## src/hdl/deq_pkg.sv

```systemverilog
`timescale 1ns / 1ps
// ----------------------------------------------------------------------------
// Double-ended queue package
// Sizes, request and status codes, and the structs that pass between the
// queue control and the top level.
// ----------------------------------------------------------------------------
package deq_pkg;

  localparam int unsigned CAPACITY = 1024;
  localparam int unsigned ADDR_W   = $clog2(CAPACITY);
  localparam int unsigned SUM_W    = ADDR_W + 1;
  localparam int unsigned FILL_W   = $clog2(CAPACITY + 1);
  localparam int unsigned DATA_W   = 32;
  localparam int unsigned CMD_W    = 3;
  localparam int unsigned STATUS_W = 2;
  localparam int unsigned COUNT_W  = 11;

  typedef enum logic [CMD_W-1:0] {
    CMD_PUSH_FRONT = 3'd0,
    CMD_PUSH_BACK  = 3'd1,
    CMD_POP_FRONT  = 3'd2,
    CMD_POP_BACK   = 3'd3,
    CMD_PEEK_FRONT = 3'd4,
    CMD_PEEK_BACK  = 3'd5,
    CMD_SIZE       = 3'd6,
    CMD_CLEAR      = 3'd7
  } cmd_t;

  typedef enum logic [STATUS_W-1:0] {
    ST_OK    = 2'd0,
    ST_EMPTY = 2'd1,
    ST_FULL  = 2'd2
  } status_t;

  // One access to the ring memory.
  typedef struct packed {
    logic              we;
    logic              re;
    logic [ADDR_W-1:0] addr;
    logic [DATA_W-1:0] wdata;
  } ram_req_t;

  // A request whose result waits for the memory read data.
  typedef struct packed {
    logic              valid;
    logic              rd_sel;
    status_t           status;
    logic [FILL_W-1:0] fill;
  } pend_t;

endpackage

```

## src/hdl/deq_ctrl.sv

```systemverilog
`timescale 1ns / 1ps
// ----------------------------------------------------------------------------
// Double-ended queue control
// Holds the head index and fill count, decodes each request into at most one ring
// memory access and keeps the pending result until the read data arrives.
// ----------------------------------------------------------------------------
module deq_ctrl (
  input  logic                           clk,
  input  logic                           rst_n,
  input  logic                           in_valid,
  input  logic [deq_pkg::CMD_W-1:0]      in_cmd,
  input  logic [deq_pkg::DATA_W-1:0]     in_push_value,
  input  logic                           advance,
  output logic                           in_stall,
  output deq_pkg::ram_req_t              ram_req,
  output deq_pkg::pend_t                 pend
);
  import deq_pkg::*;

  logic [ADDR_W-1:0] head_r, head_nxt;
  logic [FILL_W-1:0] fill_r, fill_nxt;
  pend_t             pend_r, pend_nxt;

  logic              accept;
  logic              empty;
  logic              full;
  cmd_t              cmd;
  logic [ADDR_W-1:0] head_dec;
  logic [ADDR_W-1:0] head_inc;
  logic [SUM_W-1:0]  push_sum;
  logic [SUM_W-1:0]  back_sum;
  logic [ADDR_W-1:0] push_slot;
  logic [ADDR_W-1:0] back_slot;
  status_t           status;
  logic              rd_sel;

  // The sum of two ring positions stays below twice the capacity.
  function automatic logic [ADDR_W-1:0] ring_wrap(input logic [SUM_W-1:0] s);
    logic [SUM_W-1:0] r;
    begin
      r = (s >= SUM_W'(CAPACITY)) ? s - SUM_W'(CAPACITY) : s;
      return r[ADDR_W-1:0];
    end
  endfunction

  assign in_stall = pend_r.valid && !advance;
  assign accept   = in_valid && !in_stall;

  always_comb begin
    cmd       = cmd_t'(in_cmd);
    empty     = (fill_r == '0);
    full      = (fill_r >= FILL_W'(CAPACITY));
    head_dec  = (head_r == '0) ? ADDR_W'(CAPACITY - 1) : head_r - 1'b1;
    head_inc  = (head_r == ADDR_W'(CAPACITY - 1)) ? '0 : head_r + 1'b1;
    push_sum  = SUM_W'(head_r) + SUM_W'(fill_r);
    back_sum  = push_sum - 1'b1;
    push_slot = ring_wrap(push_sum);
    back_slot = ring_wrap(back_sum);

    head_nxt      = head_r;
    fill_nxt      = fill_r;
    status        = ST_OK;
    rd_sel        = 1'b0;
    ram_req.we    = 1'b0;
    ram_req.re    = 1'b0;
    ram_req.addr  = head_r;
    ram_req.wdata = in_push_value;

    case (cmd)
      CMD_PUSH_FRONT: begin
        if (full) begin
          status = ST_FULL;
        end else begin
          ram_req.we   = accept;
          ram_req.addr = head_dec;
          head_nxt     = head_dec;
          fill_nxt     = fill_r + 1'b1;
        end
      end
      CMD_PUSH_BACK: begin
        if (full) begin
          status = ST_FULL;
        end else begin
          ram_req.we   = accept;
          ram_req.addr = push_slot;
          fill_nxt     = fill_r + 1'b1;
        end
      end
      CMD_POP_FRONT, CMD_PEEK_FRONT: begin
        if (empty) begin
          status = ST_EMPTY;
        end else begin
          ram_req.re   = accept;
          ram_req.addr = head_r;
          rd_sel       = 1'b1;
          if (cmd == CMD_POP_FRONT) begin
            head_nxt = head_inc;
            fill_nxt = fill_r - 1'b1;
          end
        end
      end
      CMD_POP_BACK, CMD_PEEK_BACK: begin
        if (empty) begin
          status = ST_EMPTY;
        end else begin
          ram_req.re   = accept;
          ram_req.addr = back_slot;
          rd_sel       = 1'b1;
          if (cmd == CMD_POP_BACK) begin
            fill_nxt = fill_r - 1'b1;
          end
        end
      end
      CMD_SIZE: begin
      end
      CMD_CLEAR: begin
        head_nxt = '0;
        fill_nxt = '0;
      end
      default: begin
      end
    endcase

    if (!accept) begin
      head_nxt = head_r;
      fill_nxt = fill_r;
    end

    if (accept) begin
      pend_nxt.valid  = 1'b1;
      pend_nxt.rd_sel = rd_sel;
      pend_nxt.status = status;
      pend_nxt.fill   = fill_nxt;
    end else if (advance) begin
      pend_nxt       = pend_r;
      pend_nxt.valid = 1'b0;
    end else begin
      pend_nxt = pend_r;
    end
  end

  always_ff @(posedge clk) begin
    if (!rst_n) begin
      head_r       <= '0;
      fill_r       <= '0;
      pend_r.valid <= 1'b0;
    end else begin
      head_r <= head_nxt;
      fill_r <= fill_nxt;
      pend_r <= pend_nxt;
    end
  end

  assign pend = pend_r;

endmodule

```

## config.mk

```make
export PLATFORM = sky130hd
export DESIGN_NAME = deq_ctrl
export DESIGN_NICKNAME = d
export VERILOG_FILES = /design/src/hdl/deq_pkg.sv /design/src/hdl/deq_ctrl.sv
export SDC_FILE = /design/constraint.sdc
export NUM_CORES = 1
export LEC_CHECK = 0
export ABC_AREA = 1
export BUFFER_PORTS_ARGS = -buffer_cell sky130_fd_sc_hd__buf_2
export CORE_MARGIN = 3
export CORE_UTILIZATION = 50
export CTS_CLUSTER_SIZE = 25
export DETAILED_ROUTE_END_ITERATION = 16
export HOLD_SLACK_MARGIN = 0.06
export PLACE_DENSITY = 0.85
export SLEW_MARGIN = 30
export SYNTH_ARGS = -nofsm -noshare
export SYNTH_HDL_FRONTEND = slang
export SYNTH_SLANG_ARGS = --single-unit
```

## constraint.sdc

```tcl
create_clock -name clk -period 2.6 [get_ports clk]
set_input_delay 0.39 -clock clk [delete_from_list [all_inputs] [get_ports clk]]
set_output_delay 0.39 -clock clk [all_outputs]
set_load 0.03 [all_outputs]
```

---- Yosys cells after proc, flatten, opt, wreduce, memory -nomap -nowiden ----
Index checks and enable logic that the tools add are counted.
storage, ports and cells
  input port bits ......................... 39
  latch bits .............................. 0
  memory bits (writable) .................. 0
  memories kept ........................... 0
  bits in read-only memories .............. 0
  register bits after elaboration ......... 36
operators by class
  reductions and logical operators ........ 15
  bitwise logic cells ..................... 0
  equality and inequality tests ........... 9
  add/subtract/negate cells ............... 8
  multiplexer cells ....................... 29
  shifts and indexed selects .............. 0
  magnitude comparators ................... 3
  div/mod/pow operators ................... 0
  multiply operators ...................... 0
operator list
  operator                                                   count
  two-way mux 11 bit                                         8
  two-way mux 10 bit                                         8
  one-hot mux 11 bit (4 select lines)                        1
  one-hot mux 10 bit (4 select lines)                        1
  greater-or-equal comparator 11 bit, second input constant  3
  two-way mux 15 bit                                         2
  one-hot mux 10 bit (3 select lines)                        1
  subtractor 10 x 1 -> 10 bit, second input constant         3
  subtractor 11 x 1 -> 11 bit, second input constant         2
  adder 10 x 11 -> 11 bit                                    1
  adder 11 x 1 -> 11 bit, second input constant              1
  logical NOT 11 bit                                         1
  adder 10 x 1 -> 10 bit, second input constant              1
  equality test 10 bit, second input constant                1
  logical NOT 10 bit                                         1
  equality test 3 bit, second input constant                 3
  equality test 3 x 2 -> 1 bit, second input constant        2
  OR reduction 2 bit                                         3
  two-way mux 1 bit                                          5
  != test 2 bit, second input constant                       2
  one-hot mux 2 bit (2 select lines)                         1
  AND reduction 4 bit                                        1
  OR reduction 4 bit                                         1
  equality test 3 x 1 -> 1 bit, second input constant        1
  other kinds (8)                                            10

---- Logic depth before layout (Yosys ltp) ----
Gate-level depths: netlist (run 1).
  depth after elaboration ................. 6
  mapped depth ............................ 14

---- Worst setup path after synthesis (run 1) ----
No wires, ideal clock.
  path kind ............................... flip-flop to output port
  start point ............................. register head_r[0]
  end point ............................... output port ram_req[39] (netlist bit)
  stages on the path, launching flop included .. 12
  path slack .............................. -197 ps
  data arrival time ....................... 2407 ps
  buffers on the path ..................... 0
  cells stage by stage .................... dfxtp_1 ha_1 fa_1 inv_1 nand2_1 a21oi_1 nand3_1 nor2_1 nand3_1 nand2_1 nand3_1 a21oi_1
RTL lines
  element                 line             source
  from (decl)             deq_ctrl.sv:20   logic [ADDR_W-1:0] head_r, head_nxt;
  from (signal assigned)  deq_ctrl.sv:148  head_r <= head_nxt;
  to (decl)               deq_ctrl.sv:15   output deq_pkg::ram_req_t ram_req,

==> metrics.txt, run 1 <==
Period minus WS final=approximately 2.9 ns; Die Ht=~94 microns; Syn Std Cell Area=about 3900 sq um; clk_lat worst skew=roughly 0.30 ns; die area=just under 9000 sq um; Critical Path Fanout Max=3; hold violation count in the final report=0; internal reg-to-reg setup slack=roughly 0.15 ns; layout cells sized above 1=0.2602; Post-synth EDFFs=14; Comb pwr share=0.485; Site Rows=31; Min-Delay Startpoint=advance; H-tree levels=2; core area=7408 sq um; Int Pwr=between 1500 and 2000 uW; sw frac=0.3993; Avg Inst Size Synth=about 6.1 sq um; FF+latch area=slightly below 900 sq um; PD cells=roughly 560 nW/um^2; Net Sw Power=roughly 1100 uW; Initial DRC Count=around 620; post-route insts no fill=slightly below 800; Syn. warnings=0; initial antenna violation count=0; final setup fails=9; via count=between 4000 and 5000; hold-critical path depth=4; failing checks=setup timing; DPL Wire Length=~10 mm; CTS sink cnt=36; CTS clk-pin slew, worst paths=approximately 0.080 ns; top-count cell post-synth=nand2_1; Seq pwr share=0.248; GP Congestion=0.9893; total I/O pin count=99; CTS Buffer Depth=2; Seq/Total Area, Yosys=0.2202; Layout area overhead=21.22%; Initial Utilization=0.5278; slew at the pin closest to its max-slew limit=0.7595 ns; post-route setup slack=-0.2942 ns; Multi-input gate area=between 2000 and 3000 sq um; drc violations=0; Max VDD drop=0.3886 mV; clock buffer count from CTS=5; Commonest cells post-synth=167 x nand2_1, 81 x inv_1, 72 x nor2_1; syn_nets=694; WL final=between 10 and 15 mm; Slowest-stage cell, CP=fa_2; dpl cells=around 770; die width=between 90 and 100 microns; Worst R2R Start=fill_r[0]$_SDFF_PN0_; #FFs+latches synth=36; CP Data Required Time=between 2 and 2.5 ns; Max-Cap Viols=0; synthesized instance count=640; reg-to-reg endpoint=pend[2]$_DFFE_PP_; Register-to-Register Path Depth=13; Slew Limit Fails=0; post-synthesis async set-or-reset flop share=0; critical path type=flip-flop to primary output; drt via density=5.808; Worst Clk Skew=0.01086 ns; Worst Path Arrival=around 2.5 ns; CTS tree=yes; Clock Root Buffer=clkbuf_8; CP Capture Type=primary output; drt pass-1 iters=6; Worst slew margin=0.4931; Synth area leaders=nand2_1 16%, dfxtp_1 11%, edfxtp_1 11%, inv_1 7.8%, nand3_1 7.0%; Place WS=-0.09409 ns; # port buffers=34; vias in the first global route=4110; cell accounting for the most synthesized area=nand2_1; total gr overflow=0; status=finished with violations; Clock power frac=0.267; Layout Nets=roughly 740; RSZ-0062 raised after global routing=yes; ys flop type=dfxtp_1; Final Util=0.6398; Distinct cells, synth=41; ANT cells=0; cts hold-fix bufs=0; Hold Path End=pend[14]$_SDFFE_PN0P_; part of the cycle the worst path needs=1.113; maximum clock frequency=~350 MHz; worst hold-check path type=input pin to flip-flop; Leakage Power=around 0.0024 uW; crit-path max cell delay=around 0.44 ns; crit start category=flip-flop; top cell type's share of synthesized area=0.1603; worst hold slack=roughly 0.40 ns; critical path cell sequence=ha_4 > fa_2 > inv_2 > ha_4 > inv_4 > nor2_4 > nand3_4 > nor2_4 > nand2_1 > nand2_1 > nand3_2 > nand2_2 > nand4_1 > buf_6; # fillers=662; average wire per standard cell=~16 microns; global-route wire length before repair=between 20 and 25 mm; post-route ant nets=0; largest net degree at the start of global routing=26; Fin Setup TNS=-1.761 ns; GRT Util Overall=0.2875
==> state kept, by name, indices dropped and copies added, names as in the netlist <==
name and cells:
pend 15, head_r 10, fill_r 11
==> layout make-up <==
type | count | area share
Timing Repair Buffer | 83 | 0.1267
Clock inverter | 3 | 0.01901
Clock buffer | 5 | 0.01452
Multi-Input combinational cell | 470 | 0.5581
Inverter | 91 | 0.07260
Sequential cell | 36 | 0.1829
Tap cell | 99 | 0.02614
==> power by group through the flow <==
| stage | clock [uW] | combinational, uW | sequential (uW) |
|---|---|---|---|
| final | 705 | 1280 | 654 |
| after global routing | 732 | 1380 | 655 |
| after global placement | 0 | 1030 | 661 |
| after floorplan | 0 | 758 | 683 |
| after CTS | 709 | 1170 | 651 |
| after detailed placement | 0 | 1040 | 662 |
==> layer usage <==
layer / part of all wire / track usage / vias to the layer above
met3: 0.097 / 0.04861 / 47
met2: 0.45 / 0.4598 / 270
li1: - / - / 2171
met5: 0 / 0 / -
met4: 0.034 / 0.1107 / 0
met1: 0.41 / 0.3869 / 2083
==> repair_timing <==
item / CTS / global route
pin swaps: 17 / 17
endpoints found under the setup margin: 10 / 10
setup buffers: 6 / 2
gates resized for setup: 46 / 42
==> placed cells by master, fill, tap and decap left out, drive strengths merged <==
cell     instances
a211oi           2
a21oi           39
a31oi            2
buf             83
bufinv           3
clkbuf           5
clkinv           2
dfxtp           22
edfxtp          14
fa               1
ha              14
inv             89
nand2          173
nand3           58
nand3b           4
nand4           13
nor2            76
nor3             8
o2111ai          5
o211ai          10
o21a             2
o21ai           45
o21bai           1
o221ai           1
o22ai            4
o31ai            2
or2              1
xnor2            1
xor2             8
==> through the flow <==
| step | power [uW] | instance area, sq um |
|---|---|---|
| after global placement | 1687 | 4252 |
| final | 2639 | 4740 |
| after global routing | 2771 | 4740 |
| after CTS | 2527 | 4602 |
| after floorplan | 1441 | 3924 |
| after detailed placement | 1700 | 4254 |
==> worst max-delay path by stage <==
stage,from,to,slack [ns],cells past startpoint
after global routing,head_r[0]$_SDFFE_PN0P_,ram_req[40],-0.44,14
after global placement,head_r[0]$_SDFFE_PN0P_,ram_req[40],-0.03,14
after detailed placement,head_r[0]$_SDFFE_PN0P_,ram_req[40],-0.09,14
after floorplan,fill_r[0]$_SDFF_PN0_,ram_req[40],0.03,13
after CTS,head_r[0]$_SDFFE_PN0P_,ram_req[40],-0.25,14
final,head_r[0]$_SDFFE_PN0P_,ram_req[40],-0.29,14
==> critical path, delay by kind of cell, from the launching register on <==
family	cells	cell delay (ns)
DFF	1	0.37
adders and majority gates	3	0.74
and+or+nand+nor	8	0.77
buffers and inverters	3	0.31
==> cells by family after synthesis <==
logic type,after synthesis,share of synthesized area
and+or+nand+nor,333,0.3718
buffers and inverters,134,0.1632
DFF,36,0.2202
AOI/OAI and AO/OA,113,0.1747
adders and majority gates,15,0.04992
xor gates and xnor gates,9,0.02016
No activity file was read; power rests on OpenSTA's default activity.
==> inputs of run 2 (changes only) <==
--- a/config.mk
+++ b/config.mk
@@ -5,7 +5,6 @@
 export SDC_FILE = /design/constraint.sdc
 export NUM_CORES = 1
 export LEC_CHECK = 0
-export ABC_AREA = 1
 export BUFFER_PORTS_ARGS = -buffer_cell sky130_fd_sc_hd__buf_2
 export CORE_MARGIN = 3
 export CORE_UTILIZATION = 50
==> run 2 against run 1 <==
The run still ends with setup timing left. Core utilization grew 9.0 points. Register-to-register slack got worse by 0.35 ns. Die area is 4.6% lower. Area after synthesis fell by 4.9%. Largest cell class unchanged. Highest routed layer unchanged.
==> metrics.txt, run 2 <==
status=finished with violations; failing checks=setup timing; commonest non-fill, non-tap cell in the layout=buf_4; Final Power=2484 uW; Slew Limit Fails=0; Post-synth EDFFs=14; Die Ht=92.26 microns; GP Congestion=about 0.98; CTS tree=yes; slew at the pin closest to its max-slew limit=about 0.7 ns; Clock Root Buffer=clkbuf_8; Distinct cells, synth=67; Worst Path Arrival=3.06 ns; crit start category=flip-flop; Avg Inst Size Synth=between 7 and 8 sq um; worst hold-check path type=input pin to flip-flop; Period minus WS final=3.447 ns; cell accounting for the most synthesized area=dfxtp_1; clock buffer count from CTS=5; top cell type's share of synthesized area=0.1184; drc violations=0; internal reg-to-reg setup slack=-0.20 ns; total I/O pin count=99; WL final=approximately 15 mm; # fillers=between 500 and 600; Syn Std Cell Area=3720 sq um; Initial Utilization=0.5299; Worst R2R Start=fill_r[0]$_SDFF_PN0_; drt pass-1 iters=6; final setup fails=17; Syn. warnings=0; top-count cell post-synth=nor2_1; total gr overflow=0; ANT cells=0; Max VDD drop=0.2916 mV; CTS clk-pin slew, worst paths=~0.07 ns; initial antenna violation count=0; CTS sink cnt=36; hold-critical path depth=3; vias in the first global route=~4200; Final Util=0.7299; Seq/Total Area, Yosys=0.2314; Register-to-Register Path Depth=16; die area=8511 sq um; cts hold-fix bufs=0; largest net degree at the start of global routing=23; post-route ant nets=0; core area=roughly 7000 sq um; Fin Setup TNS=-6.420 ns; post-route insts no fill=about 700; Worst Clk Skew=around 0.015 ns; Worst slew margin=0.5278; critical path type=flip-flop to primary output; post-route setup slack=-0.8473 ns; die width=just over 90 microns; dpl cells=between 600 and 700; Site Rows=30; Synth area leaders=dfxtp_1 12%, edfxtp_1 11%, buf_4 6.7%, a21oi_1 6.5%, nor2_1 5.8%; reg-to-reg endpoint=pend[3]$_DFFE_PP_; Place WS=-0.4201 ns; syn_nets=around 570; via count=4750; Layout area overhead=37.74%; post-synthesis async set-or-reset flop share=0; ys flop type=dfxtp_1; maximum clock frequency=290.1 MHz; clk_lat worst skew=roughly 0.30 ns; # port buffers=34; PD cells=~480 nW/um^2; part of the cycle the worst path needs=1.326; #FFs+latches synth=36; layout cells sized above 1=0.3977; average wire per standard cell=21.55 microns; Layout Nets=~650; Max-Cap Viols=0; most frequent cells in the layout=99 x buf_4, 53 x nor2_1, 40 x nand2_1, 39 x a21oi_1, 26 x nor3_1; Commonest cells post-synth=57 x nor2_1, 48 x a21oi_1, 40 x nand2_1; GRT Util Overall=0.3130; CTS Buffer Depth=2; synthesized instance count=a little over 500; Min-Delay Startpoint=in_valid; drt via density=between 6 and 7; Initial DRC Count=760; Leakage Power=~0.0021 uW; hold violation count in the final report=0; RSZ-0062 raised after global routing=yes; Critical Path Fanout Max=5; DPL Wire Length=slightly below 10 mm; global-route wire length before repair=between 20 and 25 mm; Largest register FFs=15; CP Capture Type=primary output; H-tree levels=2; Hold Path End=pend[14]$_SDFFE_PN0P_; CP Data Required Time=2.21 ns
-- run 2: metrics by stage --
step | area, sq um | hold slack [ns]
after global placement | 4431 | 0.5823
after CTS | 4815 | 0.3566
final | 5124 | 0.3503
after global routing | 5124 | 0.3801
after detailed placement | 4431 | 0.6217
after floorplan | 3817 | 0.5107
-- run 2: cell families after synthesis --
kind of cell / share of synthesized area
simple gates: 0.2600
compound gates: 0.2930
buf+inv: 0.1251
flops: 0.2314
xor+xnor: 0.03532
fa+ha+maj: 0.05247
mux: 0.002691
-- run 2: layer usage --
layer	share of wire	routed length [microns]	up-vias	global-route usage
met5	0	0	-	0
met4	0.077	1154	0	0.1361
met3	0.13	1969	151	0.05989
met2	0.44	6554	446	0.5061
met1	0.36	5344	2113	0.4055
li1	-	-	2040	-
-- run 2: worst max path at each step --
| stage | start | endpoint | slack (ns) | cells after the start |
|---|---|---|---|---|
| 5_1_grt | head_r[0]$_SDFFE_PN0P_ | ram_req[40] | -0.87 | 12 |
| 4_1_cts | head_r[0]$_SDFFE_PN0P_ | ram_req[40] | -0.65 | 10 |
| 3_5_place_dp | head_r[0]$_SDFFE_PN0P_ | ram_req[40] | -0.42 | 10 |
| 3_3_place_gp | head_r[0]$_SDFFE_PN0P_ | ram_req[40] | -0.35 | 10 |
| 6_report | head_r[0]$_SDFFE_PN0P_ | ram_req[40] | -0.85 | 12 |
| 2_1_floorplan | head_r[4]$_SDFFE_PN0P_ | ram_req[40] | -0.29 | 9 |
-- run 2: repair_timing --
action / CTS / global route
endpoints found under the setup margin: 11 / 22
setup buffers: 11 / 7
gates cloned: 0 / 0
pin swaps: 22 / 26
resized for setup: 53 / 62
-- run 2: worst max-delay path, stage by stage (launching register included) --
cell and delay [ns]:
dfxtp_2 0.34, buf_4 0.13, buf_6 0.11, inv_4 0.04
ha_4 0.12, or3b_4 0.41, or3_4 0.41, nor2b_4 0.17
o21ai_0 0.11, a22oi_1 0.27, o21ai_1 0.17, a211o_1 0.33
buf_6 0.15
-- run 2: power breakdown --
part	internal, uW	switching [uW]
registers	613	24.4
logic	670	775
clock network	188	213
total	1470	1010
-- run 2: cell type report --
type | count | area [sq um] | area share
Multi-Input combinational cell | 398 | 2850 | 0.5563
Timing Repair Buffer | 146 | 1149 | 0.2242
Sequential cell | 36 | 872.1 | 0.1702
Tap cell | 96 | 120.1 | 0.02344
Clock buffer | 7 | 76.32 | 0.01490
Inverter | 13 | 51.30 | 0.01001
Clock inverter | 1 | 5.005 | 0.0009768
==> inputs of run 3 (changes only) <==
--- a/config.mk
+++ b/config.mk
@@ -6,12 +6,13 @@
 export NUM_CORES = 1
 export LEC_CHECK = 0
 export BUFFER_PORTS_ARGS = -buffer_cell sky130_fd_sc_hd__buf_2
+export CORE_ASPECT_RATIO = 1.1
 export CORE_MARGIN = 3
-export CORE_UTILIZATION = 50
+export CORE_UTILIZATION = 40
 export CTS_CLUSTER_SIZE = 25
 export DETAILED_ROUTE_END_ITERATION = 16
 export HOLD_SLACK_MARGIN = 0.06
-export PLACE_DENSITY = 0.85
+export PLACE_DENSITY = 0.72
 export SLEW_MARGIN = 30
 export SYNTH_ARGS = -nofsm -noshare
 export SYNTH_HDL_FRONTEND = slang
==> run 3 against run 2 <==
Critical path depth decreased by 1. Largest cell class unchanged. Clock power grew 2%. Sequential power down 0.6%. Largest power group unchanged. First-iteration DRC count fell by 47%. Clock-buffer cell count fell by 1. Cell count up 4.6%. Sequential cell count unchanged. The run still ends with setup timing left. Hold slack worse by 0.023 ns. Setup slack better by 0.13 ns.
==> metrics.txt, run 3 (synthesized netlist as in run 2, its figures left out) <==
status=finished with violations; failing checks=setup timing; initial antenna violation count=0; Worst slew margin=0.5529; global-route wire length before repair=between 20 and 25 mm; Max-Cap Viols=0; Layout Nets=668; post-route setup slack=-0.7154 ns; drt via density=a little over 6; CTS sink cnt=36; drt pass-1 iters=5; Critical Path Fanout Max=3; CP Data Required Time=2.21 ns; Site Rows=36; crit start category=flip-flop; final setup fails=11; Largest register FFs=15; slew at the pin closest to its max-slew limit=approximately 0.67 ns; CP Capture Type=primary output; part of the cycle the worst path needs=1.275; internal reg-to-reg setup slack=-0.01 ns; average wire per standard cell=approximately 19 microns; post-route ant nets=0; Worst Clk Skew=approximately 0.0053 ns; hold violation count in the final report=0; most frequent cells in the layout=112 x buf_4, 56 x nor2_1, 44 x a21oi_1, 40 x nand2_1, 28 x o21ai_0; commonest non-fill, non-tap cell in the layout=buf_4; GRT Util Overall=0.2552; total gr overflow=0; WL final=approximately 14 mm; die area=10490 sq um; Leakage Power=about 0.0022 uW; CTS Buffer Depth=2; critical path type=flip-flop to primary output; Max VDD drop=0.2319 mV; Place WS=-0.3938 ns; total I/O pin count=99; Fin Setup TNS=-5.204 ns; largest net degree at the start of global routing=22; H-tree levels=2; die width=97.95 microns; Initial Utilization=0.4150; dpl cells=696; post-route insts no fill=729; DPL Wire Length=about 9.6 mm; Clock Root Buffer=clkbuf_8; clock buffer count from CTS=5; core area=between 8000 and 9000 sq um; GP Congestion=about 0.94; maximum clock frequency=slightly above 300 MHz; ANT cells=0; RSZ-0062 raised after global routing=yes; Initial DRC Count=about 400; Slew Limit Fails=0; Period minus WS final=around 3.3 ns; clk_lat worst skew=around 0.30 ns; Die Ht=107.1 microns; worst hold-check path type=input pin to flip-flop; drc violations=0; Final Util=0.5780; vias in the first global route=between 4000 and 5000; # port buffers=34; via count=roughly 4500; PD cells=about 460 nW/um^2; Layout area overhead=39.29%; Worst Path Arrival=roughly 2.9 ns; CTS tree=yes; CTS clk-pin slew, worst paths=approximately 0.08 ns; layout cells sized above 1=0.3870; cts hold-fix bufs=0
==> run 3: changes by cell type in the layout (fill, tap and decap cells not counted), sizes merged <==
cell / previous run / this run
clkbuf: 7 / 6
buf: 146 / 160
clkinvlp: 0 / 1
==> run 3: layout make-up <==
cell class / instances / area, sq um
Fill cell: 777 / 3782
Multi-Input combinational cell: 398 / 2795
Timing Repair Buffer: 160 / 1231
Sequential cell: 36 / 874.6
Tap cell: 114 / 142.6
Clock buffer: 6 / 72.57
Inverter: 13 / 53.80
Clock inverter: 2 / 11.26
==> run 3: what timing repair did <==
item | CTS | global route
setup endpoints to repair | 11 | 16
gates resized for setup | 91 | 11
setup buffers | 21 | 5
pin swaps | 31 | 10
==> run 3: worst max-delay path, stage by stage, from the launching register on <==
cell and delay (ns):
dfxtp_2 0.36, ha_4 0.18, fa_2 0.36, a21o_4 0.24
a221oi_4 0.29, xnor2_2 0.11, buf_4 0.16, nor4_4 0.27
and3_4 0.24, xnor2_2 0.13, o221ai_2 0.13, buf_6 0.16
==> run 3: worst paths after layout <==
path	endpoint	from	cells after the start
max	ram_req[41]	head_r[0]$_SDFFE_PN0P_	11
min	pend[14]$_SDFFE_PN0P_	in_valid	3
max reg2reg	head_r[3]$_SDFFE_PN0P_	head_r[0]$_SDFFE_PN0P_	14
min reg2reg	pend[14]$_SDFFE_PN0P_	pend[14]$_SDFFE_PN0P_	4
==> run 3: metrics by stage <==
step | total power [uW] | area (sq um) | hold slack [ns]
after detailed placement | 1676 | 4468 | 0.6093
after global placement | 1664 | 4468 | 0.5830
after global routing | 2511 | 5181 | 0.3727
final | 2400 | 5181 | 0.3274
after CTS | 2327 | 5086 | 0.3299
after floorplan | 1364 | 3817 | 0.5107
==> run 3: layer usage <==
layer / track usage / wire length, microns / vias up
met5: 0 / 0 / -
met4: 0.1503 / 789 / 0
met1: 0.3072 / 5302 / 2039
li1: - / - / 2074
met3: 0.05140 / 1156 / 66
met2: 0.4202 / 6601 / 279
==> run 3: power by group <==
group	switching, uW	internal (uW)	total [uW]
Clock	223	186	409
Combinational	713	645	1360
Sequential	21.6	612	633
Total	957	1440	2400
